[src/design/pdac_pkg.sv]
`timescale 1ns / 1ps
`default_nettype none

package pdac_pkg;

    localparam int YEAR_BITS_DEF = 14;

    localparam int ACTION_BITS = 2;
    localparam int MONTH_BITS  = 4;
    localparam int IN_DAY_BITS = 5;
    localparam int DAY_BITS    = 6;
    localparam int HOUR_BITS   = 5;
    localparam int MINUTE_BITS = 6;
    localparam int DEPTH_BITS  = 3;

    localparam logic [ACTION_BITS-1:0] ACT_LOAD    = 2'd0;
    localparam logic [ACTION_BITS-1:0] ACT_ADD     = 2'd1;
    localparam logic [ACTION_BITS-1:0] ACT_COMPARE = 2'd2;

    // depth codes: number of present levels below the year
    localparam logic [DEPTH_BITS-1:0] LVL_MONTH  = 3'd1;
    localparam logic [DEPTH_BITS-1:0] LVL_DAY    = 3'd2;
    localparam logic [DEPTH_BITS-1:0] LVL_HOUR   = 3'd3;
    localparam logic [DEPTH_BITS-1:0] LVL_MINUTE = 3'd4;

    localparam logic [MONTH_BITS-1:0]  MONTH_MAX   = 4'd11;
    localparam logic [IN_DAY_BITS-1:0] IN_DAY_MAX  = 5'd30;
    localparam logic [HOUR_BITS-1:0]   HOUR_MAX    = 5'd23;
    localparam logic [MINUTE_BITS-1:0] MINUTE_MAX  = 6'd59;
    localparam logic [DEPTH_BITS-1:0]  DEPTH_MAX   = 3'd4;
    localparam logic [DAY_BITS-1:0]    DAY_MAX     = 6'd63;

    localparam int MINUTES_PER_HOUR = 60;
    localparam int HOURS_PER_DAY    = 24;
    localparam int MONTHS_PER_YEAR  = 12;

    // floor(y / 25) == (y * DIV25_MULT) >> DIV25_SHIFT, exact for y below 2^16
    localparam int          DIV25_SHIFT = 21;
    localparam logic [16:0] DIV25_MULT  = 17'd83887;

    typedef struct packed {
        logic [MONTH_BITS-1:0]  month;
        logic [DAY_BITS-1:0]    day;
        logic [HOUR_BITS-1:0]   hour;
        logic [MINUTE_BITS-1:0] minute;
        logic [DEPTH_BITS-1:0]  depth;
    } date_lo_t;

    typedef struct packed {
        logic less;
        logic greater;
        logic equal;
    } cmp_flags_t;

    function automatic logic [4:0] month_len(input logic [MONTH_BITS-1:0] month,
                                             input logic leap);
        logic [4:0] len;
        case (month)
            4'd1: begin
                len = leap ? 5'd29 : 5'd28;
            end
            4'd3, 4'd5, 4'd8, 4'd10: begin
                len = 5'd30;
            end
            default: begin
                len = 5'd31;
            end
        endcase
        return len;
    endfunction

endpackage

`default_nettype wire

[src/design/partial_date_add_compare_top.sv]
// A request loads the input register on acceptance; the held date and result register
// load from it once the result register is empty or its result is being taken.
// Throughput: one request per cycle while the receiver takes results; the add
// carry chain, the leap-year test and the field compare all settle within the second stage.
// Reset (aresetn low, synchronous): both stages empty, held date cleared to
// no year and no levels.
`timescale 1ns / 1ps
`default_nettype none

module partial_date_add_compare_top #(
    parameter int YEAR_BITS = pdac_pkg::YEAR_BITS_DEF
) (
    input  wire logic                               aclk,
    input  wire logic                               aresetn,

    input  wire logic                               s_valid,
    output logic                                    s_ready,
    input  wire logic [pdac_pkg::ACTION_BITS-1:0]   s_action,
    input  wire logic [YEAR_BITS-1:0]               s_in_year,
    input  wire logic                               s_in_year_valid,
    input  wire logic [pdac_pkg::MONTH_BITS-1:0]    s_in_month,
    input  wire logic [pdac_pkg::IN_DAY_BITS-1:0]   s_in_day,
    input  wire logic [pdac_pkg::HOUR_BITS-1:0]     s_in_hour,
    input  wire logic [pdac_pkg::MINUTE_BITS-1:0]   s_in_minute,
    input  wire logic [pdac_pkg::DEPTH_BITS-1:0]    s_in_depth,

    output logic                                    m_valid,
    input  wire logic                               m_ready,
    output logic [YEAR_BITS-1:0]                    m_out_year,
    output logic                                    m_out_year_valid,
    output logic [pdac_pkg::MONTH_BITS-1:0]         m_out_month,
    output logic [pdac_pkg::DAY_BITS-1:0]           m_out_day,
    output logic [pdac_pkg::HOUR_BITS-1:0]          m_out_hour,
    output logic [pdac_pkg::MINUTE_BITS-1:0]        m_out_minute,
    output logic [pdac_pkg::DEPTH_BITS-1:0]         m_out_depth,
    output logic                                    m_is_less,
    output logic                                    m_is_greater,
    output logic                                    m_is_equal
);

    logic                               s1_valid_reg;
    logic [pdac_pkg::ACTION_BITS-1:0]   s1_action_reg;
    logic [YEAR_BITS-1:0]               s1_year_reg;
    logic                               s1_yv_reg;
    pdac_pkg::date_lo_t                 s1_lo_reg;

    logic                               m_valid_reg;
    logic [YEAR_BITS-1:0]               held_year_reg;
    logic                               held_yv_reg;
    pdac_pkg::date_lo_t                 held_lo_reg;
    pdac_pkg::cmp_flags_t               flags_reg;

    logic [YEAR_BITS-1:0]               held_year_next;
    logic                               held_yv_next;
    pdac_pkg::date_lo_t                 held_lo_next;
    pdac_pkg::cmp_flags_t               flags_next;

    logic [pdac_pkg::DEPTH_BITS-1:0]    in_depth_sat;
    pdac_pkg::date_lo_t                 in_lo;
    logic                               s_fire;
    logic                               s1_fire;

    assign s1_fire = s1_valid_reg && (!m_valid_reg || m_ready);
    assign s_ready = !s1_valid_reg || s1_fire;
    assign s_fire  = s_valid && s_ready;

    // saturate each field, then drop the levels below the depth
    always_comb begin
        in_depth_sat = (s_in_depth > pdac_pkg::DEPTH_MAX) ? pdac_pkg::DEPTH_MAX : s_in_depth;
        in_lo.depth  = in_depth_sat;
        in_lo.month  = '0;
        in_lo.day    = '0;
        in_lo.hour   = '0;
        in_lo.minute = '0;
        if (in_depth_sat >= pdac_pkg::LVL_MONTH) begin
            in_lo.month = (s_in_month > pdac_pkg::MONTH_MAX) ? pdac_pkg::MONTH_MAX : s_in_month;
        end
        if (in_depth_sat >= pdac_pkg::LVL_DAY) begin
            in_lo.day = pdac_pkg::DAY_BITS'((s_in_day > pdac_pkg::IN_DAY_MAX)
                                            ? pdac_pkg::IN_DAY_MAX : s_in_day);
        end
        if (in_depth_sat >= pdac_pkg::LVL_HOUR) begin
            in_lo.hour = (s_in_hour > pdac_pkg::HOUR_MAX) ? pdac_pkg::HOUR_MAX : s_in_hour;
        end
        if (in_depth_sat >= pdac_pkg::LVL_MINUTE) begin
            in_lo.minute = (s_in_minute > pdac_pkg::MINUTE_MAX)
                           ? pdac_pkg::MINUTE_MAX : s_in_minute;
        end
    end

    always_ff @(posedge aclk) begin
        if (!aresetn) begin
            s1_valid_reg <= 1'b0;
        end else if (s_fire) begin
            s1_valid_reg <= 1'b1;
        end else if (s1_fire) begin
            s1_valid_reg <= 1'b0;
        end
    end

    always_ff @(posedge aclk) begin
        if (s_fire) begin
            s1_action_reg <= s_action;
            s1_year_reg   <= s_in_year_valid ? s_in_year : '0;
            s1_yv_reg     <= s_in_year_valid;
            s1_lo_reg     <= in_lo;
        end
    end

    pdac_step #(
        .YEAR_BITS (YEAR_BITS)
    ) u_step (
        .action    (s1_action_reg),
        .held_year (held_year_reg),
        .held_yv   (held_yv_reg),
        .held_lo   (held_lo_reg),
        .in_year   (s1_year_reg),
        .in_yv     (s1_yv_reg),
        .in_lo     (s1_lo_reg),
        .next_year (held_year_next),
        .next_yv   (held_yv_next),
        .next_lo   (held_lo_next),
        .flags     (flags_next)
    );

    // held date doubles as the result payload: it only advances once the result is taken
    always_ff @(posedge aclk) begin
        if (!aresetn) begin
            m_valid_reg   <= 1'b0;
            held_year_reg <= '0;
            held_yv_reg   <= 1'b0;
            held_lo_reg   <= '0;
        end else if (s1_fire) begin
            m_valid_reg   <= 1'b1;
            held_year_reg <= held_year_next;
            held_yv_reg   <= held_yv_next;
            held_lo_reg   <= held_lo_next;
        end else if (m_ready) begin
            m_valid_reg   <= 1'b0;
        end
    end

    always_ff @(posedge aclk) begin
        if (s1_fire) begin
            flags_reg <= flags_next;
        end
    end

    assign m_valid          = m_valid_reg;
    assign m_out_year       = held_year_reg;
    assign m_out_year_valid = held_yv_reg;
    assign m_out_month      = held_lo_reg.month;
    assign m_out_day        = held_lo_reg.day;
    assign m_out_hour       = held_lo_reg.hour;
    assign m_out_minute     = held_lo_reg.minute;
    assign m_out_depth      = held_lo_reg.depth;
    assign m_is_less        = flags_reg.less;
    assign m_is_greater     = flags_reg.greater;
    assign m_is_equal       = flags_reg.equal;

endmodule

`default_nettype wire

[src/design/pdac_step.sv]
`timescale 1ns / 1ps
`default_nettype none

module pdac_step #(
    parameter int YEAR_BITS = pdac_pkg::YEAR_BITS_DEF
) (
    input  wire logic [pdac_pkg::ACTION_BITS-1:0] action,
    input  wire logic [YEAR_BITS-1:0]             held_year,
    input  wire logic                             held_yv,
    input  wire pdac_pkg::date_lo_t               held_lo,
    input  wire logic [YEAR_BITS-1:0]             in_year,
    input  wire logic                             in_yv,
    input  wire pdac_pkg::date_lo_t               in_lo,
    output logic [YEAR_BITS-1:0]                  next_year,
    output logic                                  next_yv,
    output pdac_pkg::date_lo_t                    next_lo,
    output pdac_pkg::cmp_flags_t                  flags
);

    localparam int PROD_BITS = YEAR_BITS + $bits(pdac_pkg::DIV25_MULT);
    localparam int Q_BITS    = PROD_BITS - pdac_pkg::DIV25_SHIFT;

    logic [PROD_BITS-1:0]                 prod;
    logic [Q_BITS-1:0]                    quot;
    logic [YEAR_BITS:0]                   quot_x;
    logic [YEAR_BITS:0]                   quot25;
    logic                                 div25;
    logic                                 leap;
    logic [4:0]                           len;
    logic [pdac_pkg::DEPTH_BITS-1:0]      lvl;
    logic                                 yv_both;

    logic [pdac_pkg::MINUTE_BITS:0]       min_sum;
    logic                                 min_c;
    logic [pdac_pkg::HOUR_BITS:0]         hour_sum;
    logic                                 hour_c;
    logic [pdac_pkg::DAY_BITS:0]          day_sum;
    logic                                 day_c;
    logic [pdac_pkg::DAY_BITS:0]          day_red;
    logic [pdac_pkg::MONTH_BITS:0]        month_sum;
    logic                                 month_c;
    logic [YEAR_BITS:0]                   year_sum;

    logic [YEAR_BITS-1:0]                 add_year;
    pdac_pkg::date_lo_t                   add_lo;
    logic                                 lt;
    logic                                 gt;

    // Gregorian leap test on the held year: divisible by 4, and not by 100 unless by 400
    assign prod   = PROD_BITS'(held_year) * PROD_BITS'(pdac_pkg::DIV25_MULT);
    assign quot   = prod[PROD_BITS-1:pdac_pkg::DIV25_SHIFT];
    assign quot_x = (YEAR_BITS+1)'(quot);
    assign quot25 = (quot_x << 4) + (quot_x << 3) + quot_x;
    assign div25  = (quot25 == {1'b0, held_year});
    assign leap   = held_yv && (held_year[1:0] == 2'b00)
                    && (!div25 || (held_year[3:0] == 4'b0000));
    assign len    = pdac_pkg::month_len(held_lo.month, leap);

    assign lvl     = (held_lo.depth < in_lo.depth) ? held_lo.depth : in_lo.depth;
    assign yv_both = held_yv && in_yv;

    always_comb begin
        min_sum  = (pdac_pkg::MINUTE_BITS+1)'(held_lo.minute)
                 + (pdac_pkg::MINUTE_BITS+1)'(in_lo.minute);
        min_c    = (lvl >= pdac_pkg::LVL_MINUTE) && (min_sum >= pdac_pkg::MINUTES_PER_HOUR);

        hour_sum = (pdac_pkg::HOUR_BITS+1)'(held_lo.hour)
                 + (pdac_pkg::HOUR_BITS+1)'(in_lo.hour)
                 + (pdac_pkg::HOUR_BITS+1)'(min_c);
        hour_c   = (lvl >= pdac_pkg::LVL_HOUR) && (hour_sum >= pdac_pkg::HOURS_PER_DAY);

        // one subtraction of the held month's length only
        day_sum  = (pdac_pkg::DAY_BITS+1)'(held_lo.day)
                 + (pdac_pkg::DAY_BITS+1)'(in_lo.day)
                 + (pdac_pkg::DAY_BITS+1)'(hour_c);
        day_c    = (lvl >= pdac_pkg::LVL_DAY) && (day_sum >= (pdac_pkg::DAY_BITS+1)'(len));
        day_red  = day_c ? day_sum - (pdac_pkg::DAY_BITS+1)'(len) : day_sum;

        month_sum = (pdac_pkg::MONTH_BITS+1)'(held_lo.month)
                  + (pdac_pkg::MONTH_BITS+1)'(in_lo.month)
                  + (pdac_pkg::MONTH_BITS+1)'(day_c);
        month_c   = (lvl >= pdac_pkg::LVL_MONTH) && (month_sum >= pdac_pkg::MONTHS_PER_YEAR);

        year_sum = {1'b0, held_year} + {1'b0, in_year} + (YEAR_BITS+1)'(month_c);

        add_year = '0;
        if (yv_both) begin
            add_year = year_sum[YEAR_BITS] ? '1 : year_sum[YEAR_BITS-1:0];
        end

        add_lo.depth  = lvl;
        add_lo.minute = '0;
        add_lo.hour   = '0;
        add_lo.day    = '0;
        add_lo.month  = '0;
        if (lvl >= pdac_pkg::LVL_MINUTE) begin
            add_lo.minute = min_c ? pdac_pkg::MINUTE_BITS'(min_sum - pdac_pkg::MINUTES_PER_HOUR)
                                  : min_sum[pdac_pkg::MINUTE_BITS-1:0];
        end
        if (lvl >= pdac_pkg::LVL_HOUR) begin
            add_lo.hour = hour_c ? pdac_pkg::HOUR_BITS'(hour_sum - pdac_pkg::HOURS_PER_DAY)
                                 : hour_sum[pdac_pkg::HOUR_BITS-1:0];
        end
        if (lvl >= pdac_pkg::LVL_DAY) begin
            add_lo.day = day_red[pdac_pkg::DAY_BITS] ? pdac_pkg::DAY_MAX
                                                     : day_red[pdac_pkg::DAY_BITS-1:0];
        end
        if (lvl >= pdac_pkg::LVL_MONTH) begin
            add_lo.month = month_c
                ? pdac_pkg::MONTH_BITS'(month_sum - pdac_pkg::MONTHS_PER_YEAR)
                : month_sum[pdac_pkg::MONTH_BITS-1:0];
        end
    end

    // first differing present field decides; an absent level ends the test as equal
    always_comb begin
        lt = 1'b0;
        gt = 1'b0;
        if (yv_both && (held_year != in_year)) begin
            lt = held_year < in_year;
            gt = held_year > in_year;
        end else if (lvl < pdac_pkg::LVL_MONTH) begin
            lt = 1'b0;
        end else if (held_lo.month != in_lo.month) begin
            lt = held_lo.month < in_lo.month;
            gt = held_lo.month > in_lo.month;
        end else if (lvl < pdac_pkg::LVL_DAY) begin
            lt = 1'b0;
        end else if (held_lo.day != in_lo.day) begin
            lt = held_lo.day < in_lo.day;
            gt = held_lo.day > in_lo.day;
        end else if (lvl < pdac_pkg::LVL_HOUR) begin
            lt = 1'b0;
        end else if (held_lo.hour != in_lo.hour) begin
            lt = held_lo.hour < in_lo.hour;
            gt = held_lo.hour > in_lo.hour;
        end else if (lvl >= pdac_pkg::LVL_MINUTE) begin
            lt = held_lo.minute < in_lo.minute;
            gt = held_lo.minute > in_lo.minute;
        end
    end

    always_comb begin
        next_year = held_year;
        next_yv   = held_yv;
        next_lo   = held_lo;
        flags     = '0;
        case (action)
            pdac_pkg::ACT_LOAD: begin
                next_year = in_year;
                next_yv   = in_yv;
                next_lo   = in_lo;
            end
            pdac_pkg::ACT_ADD: begin
                next_year = add_year;
                next_yv   = yv_both;
                next_lo   = add_lo;
            end
            pdac_pkg::ACT_COMPARE: begin
                flags.less    = lt;
                flags.greater = gt;
                flags.equal   = !lt && !gt;
            end
            default: begin
                flags = '0;
            end
        endcase
    end

endmodule

`default_nettype wire

[config.mk]
export PLATFORM = sky130hd
export DESIGN_NAME = partial_date_add_compare_top
export DESIGN_NICKNAME = d
export VERILOG_FILES = /design/src/design/pdac_pkg.sv /design/src/design/partial_date_add_compare_top.sv /design/src/design/pdac_step.sv
export SDC_FILE = /design/constraint.sdc
export NUM_CORES = 1
export LEC_CHECK = 0
export CAP_MARGIN = 0
export CORE_MARGIN = 2
export CORE_UTILIZATION = 40
export CTS_CLUSTER_SIZE = 16
export DETAILED_ROUTE_END_ITERATION = 7
export DONT_BUFFER_PORTS = 1
export GPL_TIMING_DRIVEN = 0
export PLACE_DENSITY = 0.61
export SETUP_SLACK_MARGIN = 0.1
export SLEW_MARGIN = 5
export SYNTH_ARGS = -nofsm -noshare
export SYNTH_HDL_FRONTEND = slang
export SYNTH_HIERARCHICAL = 1
export SYNTH_SLANG_ARGS = --single-unit
[constraint.sdc]
create_clock -name aclk -period 42.1 [get_ports aclk]
set_clock_uncertainty 0.1 [all_clocks]
set_input_delay 2.105 -clock aclk [delete_from_list [all_inputs] [get_ports aclk]]
set_output_delay 2.105 -clock aclk [all_outputs]
set_load 0.005 [all_outputs]
==> impl_metrics.env <==
export IMPL_synth_flop_cell="edfxtp_1"
export IMPL_end_kind="flop"
export IMPL_cts_buffer_depth=2
export IMPL_synth_mux_area_share_pct=4.45
export IMPL_gp_congestion=0.866
export IMPL_fin_util_pct=43.7
export IMPL_synth_edf_count=43
export IMPL_synth_fa_ha_area_share_pct=38.8
export IMPL_drive_gt1_share_pct=3.83
export IMPL_ys_ff_latch=84
export IMPL_fp_dieW_um=176
export IMPL_peakVddDrop_mv=0.0219
export IMPL_cp_slowest_cell="dfxtp_1"
export IMPL_synthArstFlopShare_pct=0
export IMPL_largest_reg_flops=23
export IMPL_min_delay_path_depth=1
export IMPL_synth_top_family_by_area="adder cells"
export IMPL_areaGrowthSynthToFinish_pct=6.73
export IMPL_avgRoutedWirePerCell_um=17.1
export IMPL_drv_slew=0
export IMPL_r2r_start="m_out_year[12]$_SDFFE_PN0P_"
export IMPL_path_class="reg -> reg"
export IMPL_cts_made_buffers=9
export IMPL_drtIter0Drc=640
export IMPL_ys_warnings_count=6
export IMPL_cts_hold_buf=0
export IMPL_hold_viol=0
export IMPL_rows=62
export IMPL_intPower_mw=0.162
export IMPL_cp_slowest_stage_delay_ns=0.81
export IMPL_cts_resized=0
export IMPL_cap_violations=0
export IMPL_setup_viol_count_final=0
export IMPL_crit_path_frequent_cell="fa_1"
export IMPL_fillers=2849
export IMPL_drtPass1Iterations=5
export IMPL_detailedPlacementHpwl_um=23300
export IMPL_cts_root_buf="clkbuf_16"
export IMPL_cp_arrival_ns=15.67
export IMPL_clk_latency_ns=0.34
export IMPL_netSwitchingPower_mw=0.0767
export IMPL_fp_dieH_um=176
export IMPL_seqPwrFrac_pct=40.2
export IMPL_htreeDepth=3
export IMPL_min_from="s1_valid_reg$_SDFFE_PN0P_"
export IMPL_cts_reportedPaths_clkPinSlew_ns=0.06
export IMPL_grt_pass1_wl_um=46800
export IMPL_fmax_mhz=64.4
export IMPL_syn_cell_area_um2=11800
export IMPL_cts_setup_buffers=0
export IMPL_synth_compound_area_share_pct=13.4
export IMPL_wl_um=29000
export IMPL_grt_pass1_vias=9005
export IMPL_via_count=8799
export IMPL_swShare_pct=32.1
export IMPL_dieArea_um2=31000
export IMPL_hold_path_class="reg -> reg"
export IMPL_grt_overflow=0
export IMPL_r2r_cells=62
export IMPL_io_pins=88
export IMPL_rsz0062_at_grt="no"
export IMPL_p_per_area_nw_per_um2=18.9
export IMPL_vias_per_cell=5.20
export IMPL_core_area_um2=28900
export IMPL_clock_power_share_pct=32.8
export IMPL_fin_crit_ns=15.54
export IMPL_worstPathMaxFanout=13
export IMPL_status="complete, no violations"
export IMPL_grt_use_total_pct=19.2
export IMPL_cts_num_sinks=84
export IMPL_min_period_over_period_pct=36.9
export IMPL_start_kind="flop"
export IMPL_synth_xor_area_share_pct=4.65
export IMPL_yosys_area_share_simple_pct=11.4
export IMPL_io_buffers=0
export IMPL_initial_core_util_pct=40.9
export IMPL_antenna_left=0
export IMPL_grt_max_degree=26
export IMPL_combPwrFrac_pct=27.0
export IMPL_syn_instance_count=1288
export IMPL_antenna_found_initial=2
export IMPL_p_leak_nw=6.29
export IMPL_cts_tree="built"
export IMPL_final_nets=1653
export IMPL_ys_seq_area_share_pct=17.8
export IMPL_synth_area_per_cell_um2=9.19
export IMPL_critical_path_startpoint="m_out_year[12]$_SDFFE_PN0P_"
export IMPL_fin_setup_tns_ns=0
export IMPL_drc=0
export IMPL_synth_cell_types=70
export IMPL_worstPathRequired_ns=42.23
export IMPL_slew_headroom_pct=32.4
export IMPL_worst_pin_slew_ns=1.01
[worst max-delay path, delay by kind of cell, from the launching register on]
kind            cells  cell delay [ns]
compound gates     23             4.91
xor+xnor            3             0.57
fa+ha+maj          15             6.10
buf+inv             8             1.04
flops               1             0.81
mux                 1             0.07
simple gates       12             1.80
[synthesized netlist by cell type, drive strengths merged, types with 8 or more instances]
| cell type | instances | area, um^2 |
|---|---|---|
| o21bai | 15 | 113 |
| mux2i | 47 | 470 |
| and2 | 20 | 125 |
| buf | 11 | 119 |
| ha | 207 | 2590 |
| nor2b | 20 | 135 |
| nand4 | 13 | 81.3 |
| a21oi | 65 | 333 |
| a31oi | 11 | 83.8 |
| edfxtp | 43 | 1290 |
| a22oi | 9 | 67.6 |
| xor2 | 20 | 175 |
| nand3 | 8 | 40.0 |
| xnor2 | 42 | 375 |
| fa | 100 | 2000 |
| a221o | 19 | 190 |
| a21o | 18 | 135 |
| nor2 | 56 | 210 |
| nor3 | 22 | 110 |
| nand2 | 106 | 398 |
| inv | 240 | 901 |
| clkbuf | 24 | 90.1 |
| o21ai | 38 | 194 |
| a221oi | 11 | 121 |
| nand2b | 10 | 62.6 |
| dfxtp | 41 | 821 |
[final cells by class]
class                           count  area [um^2]  area share (%)
Buffer                             35          209            1.65
Timing Repair Buffer                1         20.0           0.158
Inverter                          240          901            7.13
Tap cell                          384          480            3.80
Antenna cell                        2         5.00          0.0396
Sequential cell                    84         2110            16.7
Multi-Input combinational cell    931         8620            68.3
Clock inverter                      5         53.8           0.426
Clock buffer                       10          229            1.81
[worst paths after layout]
path,end,slack [ns]
worst max-delay path,m_out_year[11]$_SDFFE_PN0P_,26.56
worst min-delay path,m_valid$_SDFFE_PN0P_,0.42
worst max register to register,m_out_year[11]$_SDFFE_PN0P_,26.56
worst min register to register,m_valid$_SDFFE_PN0P_,0.42
[cells by family after synthesis]
kind of cell,after synthesis
buffers and inverters,275
and+or+nand+nor,282
xor gates and xnor gates,62
muxes,52
other,1
AOI/OAI and AO/OA,225
DFF,84
adders and majority gates,307
[per-layer routing]
metal | track usage, % | routed length [um] | up-vias
met5 | 0 | 0 | -
met3 | 3.55 | 1540 | 34
met2 | 32.9 | 13800 | 193
li1 | - | - | 4368
met4 | 4.92 | 559 | 0
met1 | 24.8 | 13100 | 4204
[stage by stage]
step / hold WS [ns] / std cells / power (mW) / instance area (um^2) / setup WS, ns
after global placement: 0.394 / 1674 / 0.160 / 12300 / 26.79
after CTS: 0.416 / 1690 / 0.241 / 12600 / 26.59
after global routing: 0.439 / 1692 / 0.253 / 12600 / 25.38
after detailed placement: 0.396 / 1675 / 0.162 / 12300 / 26.66
final: 0.420 / 1692 / 0.239 / 12600 / 26.56
after floorplan: 0.376 / 1290 / 0.145 / 11800 / 28.64
[placed cells by master, fill, tap and decap left out, types with 4 or more instances in the layout]
| cell type | n |
|---|---|
| a221o_1 | 19 |
| and2_1 | 19 |
| nand3_1 | 8 |
| a31oi_1 | 10 |
| nor3_1 | 22 |
| or3_1 | 4 |
| a221oi_1 | 7 |
| a22oi_1 | 9 |
| nor2b_1 | 18 |
| a211oi_1 | 4 |
| nand2b_1 | 10 |
| ha_1 | 207 |
| fa_1 | 100 |
| nand2_1 | 106 |
| o21ai_0 | 35 |
| mux2i_1 | 47 |
| o21bai_1 | 15 |
| inv_1 | 239 |
| edfxtp_1 | 43 |
| and3_1 | 6 |
| clkbuf_16 | 9 |
| mux2_2 | 5 |
| buf_12 | 5 |
| buf_2 | 4 |
| xor2_1 | 20 |
| clkbuf_1 | 25 |
| xnor2_1 | 41 |
| nor2_1 | 56 |
| a221oi_2 | 4 |
| nor3b_1 | 4 |
| nand4_1 | 13 |
| a21o_1 | 18 |
| dfxtp_1 | 41 |
| o21a_1 | 7 |
| a21oi_1 | 63 |
[power groups by stage]
stage / Sequential [mW] / Clock (mW) / Combinational (mW)
floorplan: 0.0953 / 0 / 0.0501
global placement: 0.0978 / 0 / 0.0627
detailed placement: 0.0979 / 0 / 0.0641
CTS: 0.0961 / 0.0803 / 0.0646
global route: 0.0966 / 0.0829 / 0.0736
finish: 0.0960 / 0.0782 / 0.0644
Note: power is estimated with default switching activity, not from simulation.
